===== config.mk =====
export PLATFORM = sky130hd
export DESIGN_NAME = hex_byte_list_text_decoder
export DESIGN_NICKNAME = d
export VERILOG_FILES = /design/src/design/hbl_pkg.sv /design/src/design/hex_byte_list_text_decoder.sv /design/src/design/hbl_char_class.sv /design/src/design/hbl_step.sv
export VERILOG_INCLUDE_DIRS = /design/src /design/src/design
export SDC_FILE = /design/constraint.sdc
export NUM_CORES = 1
export LEC_CHECK = 0
export ABC_AREA = 1
export BUFFER_PORTS_ARGS = -buffer_cell sky130_fd_sc_hd__buf_2
export CELL_PAD_IN_SITES_DETAIL_PLACEMENT = 1
export CELL_PAD_IN_SITES_GLOBAL_PLACEMENT = 2
export CORE_MARGIN = 1
export CORE_UTILIZATION = 38
export CTS_BUF_LIST = sky130_fd_sc_hd__clkbuf_8
export CTS_CLUSTER_DIAMETER = 100
export CTS_CLUSTER_SIZE = 20
export DETAILED_ROUTE_END_ITERATION = 10
export PLACE_DENSITY_LB_ADDON = 0.1
export SLEW_MARGIN = 20
export SYNTH_ARGS = -nofsm -noshare
export SYNTH_HDL_FRONTEND = slang
export SYNTH_HIERARCHICAL = 1
export SYNTH_SLANG_ARGS = --single-unit

===== constraint.sdc =====
create_clock -name aclk -period 7.06 [get_ports aclk]
set_clock_uncertainty 0.2 [all_clocks]
set_input_delay 0 -clock aclk [delete_from_list [all_inputs] [get_ports aclk]]
set_output_delay 0 -clock aclk [all_outputs]
set_load 0.005 [all_outputs]

===== src/design/hex_byte_list_text_decoder_assert.svh =====
// Assertion macros for the hex byte list text decoder.
`ifndef HEX_BYTE_LIST_TEXT_DECODER_ASSERT_SVH
`define HEX_BYTE_LIST_TEXT_DECODER_ASSERT_SVH

// Same-cycle implication, checked outside reset.
`define HBL_ASSERT_NOW(label, clk, rstn, ante, cons) \
    label: assert property (@(posedge clk) disable iff (!(rstn)) (ante) |-> (cons)) \
        else $error("hbl assertion failed");

// Next-cycle implication, checked outside reset.
`define HBL_ASSERT_NEXT(label, clk, rstn, ante, cons) \
    label: assert property (@(posedge clk) disable iff (!(rstn)) (ante) |=> (cons)) \
        else $error("hbl assertion failed");

`endif


===== src/design/hbl_pkg.sv =====
// Shared types and constants for the hex byte list text decoder.
`default_nettype none

package hbl_pkg;

    localparam int unsigned CHAR_W  = 8;
    localparam int unsigned COUNT_W = 16;

    // Largest number of bytes one value may hold.
    localparam logic [COUNT_W-1:0] MAX_BYTES = 16'd65535;
    // Fewest bytes a good value carries.
    localparam logic [COUNT_W-1:0] MIN_BYTES = 16'd2;

    localparam logic [CHAR_W-1:0] CH_TAB    = 8'h09;
    localparam logic [CHAR_W-1:0] CH_LF     = 8'h0A;
    localparam logic [CHAR_W-1:0] CH_CR     = 8'h0D;
    localparam logic [CHAR_W-1:0] CH_SPACE  = 8'h20;
    localparam logic [CHAR_W-1:0] CH_COMMA  = 8'h2C;
    localparam logic [CHAR_W-1:0] CH_BSLASH = 8'h5C;
    localparam logic [CHAR_W-1:0] CH_ZERO   = 8'h30;
    localparam logic [CHAR_W-1:0] CH_NINE   = 8'h39;
    localparam logic [CHAR_W-1:0] CH_LOW_A  = 8'h61;
    localparam logic [CHAR_W-1:0] CH_LOW_F  = 8'h66;
    localparam logic [CHAR_W-1:0] CH_UP_A   = 8'h41;
    localparam logic [CHAR_W-1:0] CH_UP_F   = 8'h46;
    // Offsets that map a letter digit onto 10..15.
    localparam logic [CHAR_W-1:0] LOW_OFS   = 8'd87;
    localparam logic [CHAR_W-1:0] UP_OFS    = 8'd55;

    localparam logic STATUS_GOOD = 1'b0;
    localparam logic STATUS_BAD  = 1'b1;

    typedef enum logic [2:0] {
        CK_OTHER  = 3'd0,
        CK_DIGIT  = 3'd1,
        CK_BSLASH = 3'd2,
        CK_CR     = 3'd3,
        CK_LF     = 3'd4,
        CK_SKIP   = 3'd5
    } char_kind_t;

    typedef struct packed {
        char_kind_t kind;
        logic [3:0] digit;
    } char_info_t;

    typedef struct packed {
        logic               emit;
        logic               byte_valid;
        logic [CHAR_W-1:0]  data_byte;
        logic               finished;
        logic               status;
        logic [COUNT_W-1:0] bytes_total;
    } step_result_t;

endpackage

`default_nettype wire


===== src/design/hex_byte_list_text_decoder.sv =====
// Top level of the hex byte list text decoder: input register, step logic, result register.
//
//   channel   dir  beat contents                                         handshake
//   s_        in   text_char, value_start, text_end                      s_valid / s_ready
//   m_        out  byte_valid, data_byte, finished, status, bytes_total  m_valid / m_ready
//
// Each character beat waits in the input register and is decoded there; its result
// beat is loaded into the result register in the cycle after the character advances.
// Throughput, set by the single decode stage, is one character per cycle unless blocked.
// aresetn is synchronous, active low; after reset the decoder idles until a beat
// with value_start. A stalled result register holds only characters that produce
// a result; characters that produce none still advance.
`default_nettype none
`include "hex_byte_list_text_decoder_assert.svh"

module hex_byte_list_text_decoder
    import hbl_pkg::*;
(
    input  wire logic               aclk,
    input  wire logic               aresetn,

    input  wire logic               s_valid,
    output logic                    s_ready,
    input  wire logic [CHAR_W-1:0]  s_text_char,
    input  wire logic               s_value_start,
    input  wire logic               s_text_end,

    output logic                    m_valid,
    input  wire logic               m_ready,
    output logic                    m_byte_valid,
    output logic [CHAR_W-1:0]       m_data_byte,
    output logic                    m_finished,
    output logic                    m_status,
    output logic [COUNT_W-1:0]      m_bytes_total
);

    // Input register.
    logic              in_valid_reg, in_valid_next;
    logic [CHAR_W-1:0] char_reg;
    logic              start_reg;
    logic              end_reg;

    // Result register.
    logic               out_valid_reg, out_valid_next;
    logic               byte_valid_reg;
    logic [CHAR_W-1:0]  data_byte_reg;
    logic               finished_reg;
    logic               status_reg;
    logic [COUNT_W-1:0] bytes_total_reg;

    char_info_t   info;
    step_result_t result;
    logic         out_free;
    logic         advance;
    logic         load_out;

    hbl_char_class u_class (
        .text_char (char_reg),
        .info      (info)
    );

    hbl_step u_step (
        .aclk        (aclk),
        .aresetn     (aresetn),
        .step_en     (advance),
        .info        (info),
        .value_start (start_reg),
        .text_end    (end_reg),
        .result      (result)
    );

    // Result slot is free when empty or being drained this cycle.
    assign out_free = !out_valid_reg || m_ready;
    // Advance the held character unless it needs the slot and the slot is full.
    assign advance  = in_valid_reg && (!result.emit || out_free);
    assign load_out = advance && result.emit;
    assign s_ready  = !in_valid_reg || advance;

    always_comb begin
        in_valid_next = in_valid_reg;
        if (s_valid && s_ready) begin
            in_valid_next = 1'b1;
        end else if (advance) begin
            in_valid_next = 1'b0;
        end
    end

    always_comb begin
        out_valid_next = out_valid_reg;
        if (load_out) begin
            out_valid_next = 1'b1;
        end else if (m_ready) begin
            out_valid_next = 1'b0;
        end
    end

    always_ff @(posedge aclk) begin
        if (!aresetn) begin
            in_valid_reg  <= 1'b0;
            out_valid_reg <= 1'b0;
        end else begin
            in_valid_reg  <= in_valid_next;
            out_valid_reg <= out_valid_next;
        end
    end

    // Capture a character beat.
    always_ff @(posedge aclk) begin
        if (s_valid && s_ready) begin
            char_reg  <= s_text_char;
            start_reg <= s_value_start;
            end_reg   <= s_text_end;
        end
    end

    // Hold the result beat until taken.
    always_ff @(posedge aclk) begin
        if (load_out) begin
            byte_valid_reg  <= result.byte_valid;
            data_byte_reg   <= result.data_byte;
            finished_reg    <= result.finished;
            status_reg      <= result.status;
            bytes_total_reg <= result.bytes_total;
        end
    end

    assign m_valid       = out_valid_reg;
    assign m_byte_valid  = byte_valid_reg;
    assign m_data_byte   = data_byte_reg;
    assign m_finished    = finished_reg;
    assign m_status      = status_reg;
    assign m_bytes_total = bytes_total_reg;

    // A result beat is loaded exactly when the step logic emits and advances.
    `HBL_ASSERT_NEXT(a_load_shows, aclk, aresetn, load_out, m_valid)
    // Every result beat carries a byte, a finish, or both.
    `HBL_ASSERT_NOW(a_beat_has_content, aclk, aresetn, m_valid, m_byte_valid || m_finished)
    // Status is only raised on a finishing beat.
    `HBL_ASSERT_NOW(a_status_on_finish, aclk, aresetn, m_valid && !m_finished, !m_status)
    // A blocked character stays in the input register unchanged.
    `HBL_ASSERT_NEXT(a_held_char, aclk, aresetn, in_valid_reg && !advance,
                     in_valid_reg && $stable(char_reg))

endmodule

`default_nettype wire


===== src/design/hbl_char_class.sv =====
// Character classifier: sorts one text character and extracts its hex digit value.
`default_nettype none

module hbl_char_class
    import hbl_pkg::*;
(
    input  wire logic [CHAR_W-1:0] text_char,
    output char_info_t             info
);

    logic [CHAR_W-1:0] num_diff;
    logic [CHAR_W-1:0] low_diff;
    logic [CHAR_W-1:0] up_diff;

    assign num_diff = text_char - CH_ZERO;
    assign low_diff = text_char - LOW_OFS;
    assign up_diff  = text_char - UP_OFS;

    always_comb begin
        info.kind  = CK_OTHER;
        info.digit = 4'd0;
        if (text_char >= CH_ZERO && text_char <= CH_NINE) begin
            info.kind  = CK_DIGIT;
            info.digit = num_diff[3:0];
        end else if (text_char >= CH_LOW_A && text_char <= CH_LOW_F) begin
            info.kind  = CK_DIGIT;
            info.digit = low_diff[3:0];
        end else if (text_char >= CH_UP_A && text_char <= CH_UP_F) begin
            info.kind  = CK_DIGIT;
            info.digit = up_diff[3:0];
        end else if (text_char == CH_BSLASH) begin
            info.kind = CK_BSLASH;
        end else if (text_char == CH_CR) begin
            info.kind = CK_CR;
        end else if (text_char == CH_LF) begin
            info.kind = CK_LF;
        end else if (text_char == CH_SPACE || text_char == CH_TAB
                     || text_char == CH_COMMA) begin
            info.kind = CK_SKIP;
        end
    end

endmodule

`default_nettype wire


===== src/design/hbl_step.sv =====
// Decoder state registers and the per-character update logic.
`default_nettype none

module hbl_step
    import hbl_pkg::*;
(
    input  wire logic   aclk,
    input  wire logic   aresetn,
    input  wire logic   step_en,
    input  wire char_info_t info,
    input  wire logic   value_start,
    input  wire logic   text_end,
    output step_result_t result
);

    logic               cont_reg, cont_next;
    logic               hpend_reg, hpend_next;
    logic [3:0]         hval_reg, hval_next;
    logic [COUNT_W-1:0] count_reg, count_next;
    logic               lzero_reg, lzero_next;
    logic               pzero_reg, pzero_next;
    logic               done_reg, done_next;

    // State as seen after a start clears it.
    logic               cont_cur;
    logic               hpend_cur;
    logic [3:0]         hval_cur;
    logic [COUNT_W-1:0] count_cur;
    logic               lzero_cur;
    logic               pzero_cur;
    logic               done_cur;

    logic               fin;
    logic               stat;
    logic               got_byte;
    logic [CHAR_W-1:0]  byte_val;
    logic               judge_bad_now;
    logic               judge_bad_next;

    always_comb begin
        cont_cur  = value_start ? 1'b0 : cont_reg;
        hpend_cur = value_start ? 1'b0 : hpend_reg;
        hval_cur  = value_start ? 4'd0 : hval_reg;
        count_cur = value_start ? '0   : count_reg;
        lzero_cur = value_start ? 1'b0 : lzero_reg;
        pzero_cur = value_start ? 1'b0 : pzero_reg;
        done_cur  = value_start ? 1'b0 : done_reg;
    end

    assign judge_bad_now = hpend_cur || (count_cur < MIN_BYTES) || !lzero_cur || !pzero_cur;

    always_comb begin
        cont_next  = cont_cur;
        hpend_next = hpend_cur;
        hval_next  = hval_cur;
        count_next = count_cur;
        lzero_next = lzero_cur;
        pzero_next = pzero_cur;
        fin        = 1'b0;
        stat       = STATUS_GOOD;
        got_byte   = 1'b0;
        byte_val   = '0;
        if (!done_cur) begin
            if (hpend_cur) begin
                if (info.kind != CK_DIGIT) begin
                    fin  = 1'b1;
                    stat = STATUS_BAD;
                end else begin
                    byte_val   = {hval_cur, info.digit};
                    hpend_next = 1'b0;
                    count_next = count_cur + 1'b1;
                    pzero_next = lzero_cur;
                    lzero_next = (byte_val == '0);
                    got_byte   = 1'b1;
                end
            end else begin
                unique case (info.kind)
                    CK_BSLASH: begin
                        cont_next = 1'b1;
                    end
                    CK_CR: begin
                        if (!cont_cur) begin
                            fin  = 1'b1;
                            stat = judge_bad_now;
                        end
                    end
                    CK_LF: begin
                        if (!cont_cur) begin
                            fin  = 1'b1;
                            stat = judge_bad_now;
                        end else begin
                            cont_next = 1'b0;
                        end
                    end
                    CK_SKIP: begin
                        cont_next = cont_cur;
                    end
                    CK_DIGIT: begin
                        if (count_cur >= MAX_BYTES) begin
                            fin  = 1'b1;
                            stat = STATUS_BAD;
                        end else begin
                            hpend_next = 1'b1;
                            hval_next  = info.digit;
                        end
                    end
                    default: begin
                        fin  = 1'b1;
                        stat = STATUS_BAD;
                    end
                endcase
            end
        end
    end

    assign judge_bad_next = hpend_next || (count_next < MIN_BYTES)
                            || !lzero_next || !pzero_next;

    always_comb begin
        result             = '0;
        done_next          = done_cur;
        if (!done_cur) begin
            result.finished = fin || text_end;
            result.status   = fin ? stat : (text_end ? judge_bad_next : STATUS_GOOD);
            if (result.finished) begin
                done_next = 1'b1;
            end
        end
        result.byte_valid  = got_byte;
        result.data_byte   = byte_val;
        result.bytes_total = count_next;
        result.emit        = got_byte || result.finished;
    end

    always_ff @(posedge aclk) begin
        if (!aresetn) begin
            cont_reg  <= 1'b0;
            hpend_reg <= 1'b0;
            hval_reg  <= 4'd0;
            count_reg <= '0;
            lzero_reg <= 1'b0;
            pzero_reg <= 1'b0;
            done_reg  <= 1'b1;
        end else if (step_en) begin
            cont_reg  <= cont_next;
            hpend_reg <= hpend_next;
            hval_reg  <= hval_next;
            count_reg <= count_next;
            lzero_reg <= lzero_next;
            pzero_reg <= pzero_next;
            done_reg  <= done_next;
        end
    end

endmodule

`default_nettype wire


==> results.sh <==
export IMPL_initial_core_util_pct=39.1
export IMPL_crit_path_frequent_cell="nand2_1"
export IMPL_seqPwrFrac_pct=53.9
export IMPL_clkPwrFrac_pct=34.5
export IMPL_slew_headroom_pct=50.6
export IMPL_max_clock_freq_ghz=0.220
export IMPL_r2r_end="u_step/cont_reg"
export IMPL_peakVddDrop_uv=100
export IMPL_route_detailed_drc=0
export IMPL_power_share_combinational_pct=11.7
export IMPL_max_stage_delay_ns=0.68
export IMPL_synth_edf_count=37
export IMPL_critPathLaunchType="flip-flop"
export IMPL_internal_power_uw=568
export IMPL_worstPathCellList="inv_4 -> nand2_2 -> inv_1 -> ha_1 -> nand2_1 -> nor2_4 -> nand2_2 -> nor2_1 -> nand2_1 -> nor2_2 -> nand2_1 -> nand3_1 -> nand2_1 -> nand2_1 -> nand2_1 -> nand2_1 -> inv_1 -> o21ai_0 -> inv_1 -> inv_1 -> nor2_1 -> a221oi_1"
export IMPL_yosys_warnings=6
export IMPL_setup_tns_ns=0
export IMPL_synth_seq_cells=64
export IMPL_met2_usage_pct=32.5
export IMPL_crit_required_ns=7.10
export IMPL_die_h_um=99.5
export IMPL_cts_buffer_depth=2
export IMPL_vias=3122
export IMPL_switchingPower_uw=221
export IMPL_avgSynthCellArea_um2=7.73
export IMPL_ys_flop_type="edfxtp_1"
export IMPL_post_cts_buffers=0
export IMPL_drtIter0Drc=102
export IMPL_hold_class="in -> out"
export IMPL_cts_hold_buffers_added=14
export IMPL_drv_slew=0
export IMPL_crit_fanout=26
export IMPL_period_needed_ns=4.55
export IMPL_antenna_found_initial=0
export IMPL_synth_async_reset_ratio_pct=0
export IMPL_final_cell_mix="nand2_1, inv_1, nor2_1"
export IMPL_viasPerCell=4.77
export IMPL_placeableCoreArea_um2=9240
export IMPL_hold_depth=4
export IMPL_synthCells=467
export IMPL_setup_worst_path_end_class="flip-flop"
export IMPL_gp_routability_congestion=0.795
export IMPL_power_uw=789
export IMPL_arrival_ns=4.59
export IMPL_clk_pin_slew_ns=0.07
export IMPL_instances_no_fill=655
export IMPL_port_buffers=42
export IMPL_grt_pass1_vias=3229
export IMPL_first_pass_iters=4
export IMPL_ctsResizeCount=0
export IMPL_num_rows=35
export IMPL_layout_commonest_cell="nand2_1"
export IMPL_status="complete, no violations"
export IMPL_nNetsFinal=540
export IMPL_min_to="s_ready"
export IMPL_worst_slew_pin_slew_ns=0.739
export IMPL_hp_start="m_ready"
export IMPL_finalHoldViolCount=0
export IMPL_path_class="reg -> reg"
export IMPL_drive_above_1_share_pct=18.1
export IMPL_setup_violations=0
export IMPL_grt_pass1_wl_um=15700
export IMPL_htreeDepth=3
export IMPL_ys_seq_area_share_pct=45.7
export IMPL_wl_per_cell_um=14.0
export IMPL_yosysUniqueCellTypes=34
export IMPL_dieArea_um2=9900
export IMPL_cts_tree="built"
export IMPL_multiInputGateArea_um2=1540
export IMPL_syn_cell_area_um2=3610
export IMPL_maxCapViolations=0
export IMPL_synth_nets=486
export IMPL_busiest_layer="met2"
export IMPL_power_density_nw_per_um2=188
export IMPL_dp_hpwl_um=6660
export IMPL_die_w_um=99.5
export IMPL_routed_wl_um=9140
export IMPL_final_area_um2=4200
export IMPL_fill_cells=1151
export IMPL_ff2ff_path_depth=22
export IMPL_clockRootBuffer="clkbuf_8"
export IMPL_grt_max_degree=28
export IMPL_p_leak_uw=0.00198
export IMPL_antenna_left=0
export IMPL_grtUsageMet3_pct=3.09
export IMPL_grt_use_total_pct=20.4
export IMPL_path_depth=22
export IMPL_switching_share_pct=28.0
export IMPL_rsz0062_at_grt="no"
export IMPL_io_pins=43
export IMPL_critPathTopFamily="buffers and inverters"
export IMPL_path_buf_inv=5
export IMPL_r2r_slack_ns=2.51
export IMPL_grt_ovfl_total=0
export IMPL_seq_area_um2=1650
export IMPL_syn2layout_area_growth_pct=16.2
export IMPL_clock_sinks=64
export IMPL_diodes=0
export IMPL_use_met1_pct=28.8
export IMPL_dpl_cell_area_um2=3900
export IMPL_clk_latency_ns=0.34
export IMPL_finalCritPeriodShare_pct=64.5
export IMPL_cts_made_buffers=9
export IMPL_cp_slowest_cell="inv_1"
export IMPL_dp_cells=625
export IMPL_r2r_start="start_reg"
==> synthesized netlist by cell type (7+ instances only) <==
library cell  number  area (um2)
a21oi_1           27         135
clkbuf_1           8        30.0
dfxtp_1           27         541
edfxtp_1          37        1110
inv_1             86         323
nand2_1           97         364
nand2_2           10        62.6
nand3_1           29         145
nand4_1           12        75.1
nor2_1            50         188
nor2_2             7        43.8
nor2_4             7        78.8
o21ai_0           27         135
==> worst min-delay path: stages <==
cell and delay (ns):
buf_2 0.07, inv_1 0.05, nand4_2 0.09, buf_2 0.12
==> how the worst max path moves through the flow <==
stage | start | end | slack (ns)
global placement | start_reg | u_step/cont_reg | 2.68
floorplan | start_reg | u_step/count_reg[0] | 3.66
global route | char_reg[0] | u_step/hval_reg[0] | 1.95
CTS | start_reg | u_step/cont_reg | 2.43
finish | start_reg | u_step/cont_reg | 2.51
detailed placement | start_reg | u_step/cont_reg | 2.46
==> layout make-up <==
class / count / area share (%)
Inverter: 89 / 8.02
Tap cell: 129 / 3.84
Sequential cell: 64 / 39.3
Timing Repair Buffer: 56 / 8.34
Clock buffer: 9 / 2.95
Multi-Input combinational cell: 301 / 36.6
Clock inverter: 7 / 0.924
==> power groups by stage <==
stage | clock network [uW] | registers [uW] | logic (uW)
2_1_floorplan | 0 | 430 | 61.9
3_3_place_gp | 0 | 433 | 84.7
3_5_place_dp | 0 | 433 | 86.5
4_1_cts | 283 | 425 | 93.0
5_1_grt | 301 | 427 | 106
6_report | 272 | 425 | 92.0
==> layer usage <==
metal	vias up	wire [um]
met5	-	0
met4	0	85
met3	8	269
met2	49	4010
met1	1452	4780
li1	1613	-
==> metrics by stage <==
| stage | hold WS [ns] | util, % | setup WS [ns] |
|---|---|---|---|
| finish | 0.131 | 45.4 | 2.51 |
| global route | 0.160 | 45.4 | 1.95 |
| CTS | 0.135 | 45.4 | 2.43 |
| detailed placement | -0.0208 | 42.2 | 2.46 |
| global placement | -0.0241 | 42.2 | 2.68 |
| floorplan | -0.102 | - | 3.66 |
==> cells by family after synthesis <==
kind of cell,synth area share [%]
simple gates,29.9
buf+inv,11.7
compound gates,10.4
flops,45.7
fa+ha+maj,1.73
xor+xnor,0.485
Note: power is estimated with default switching activity, not from simulation.
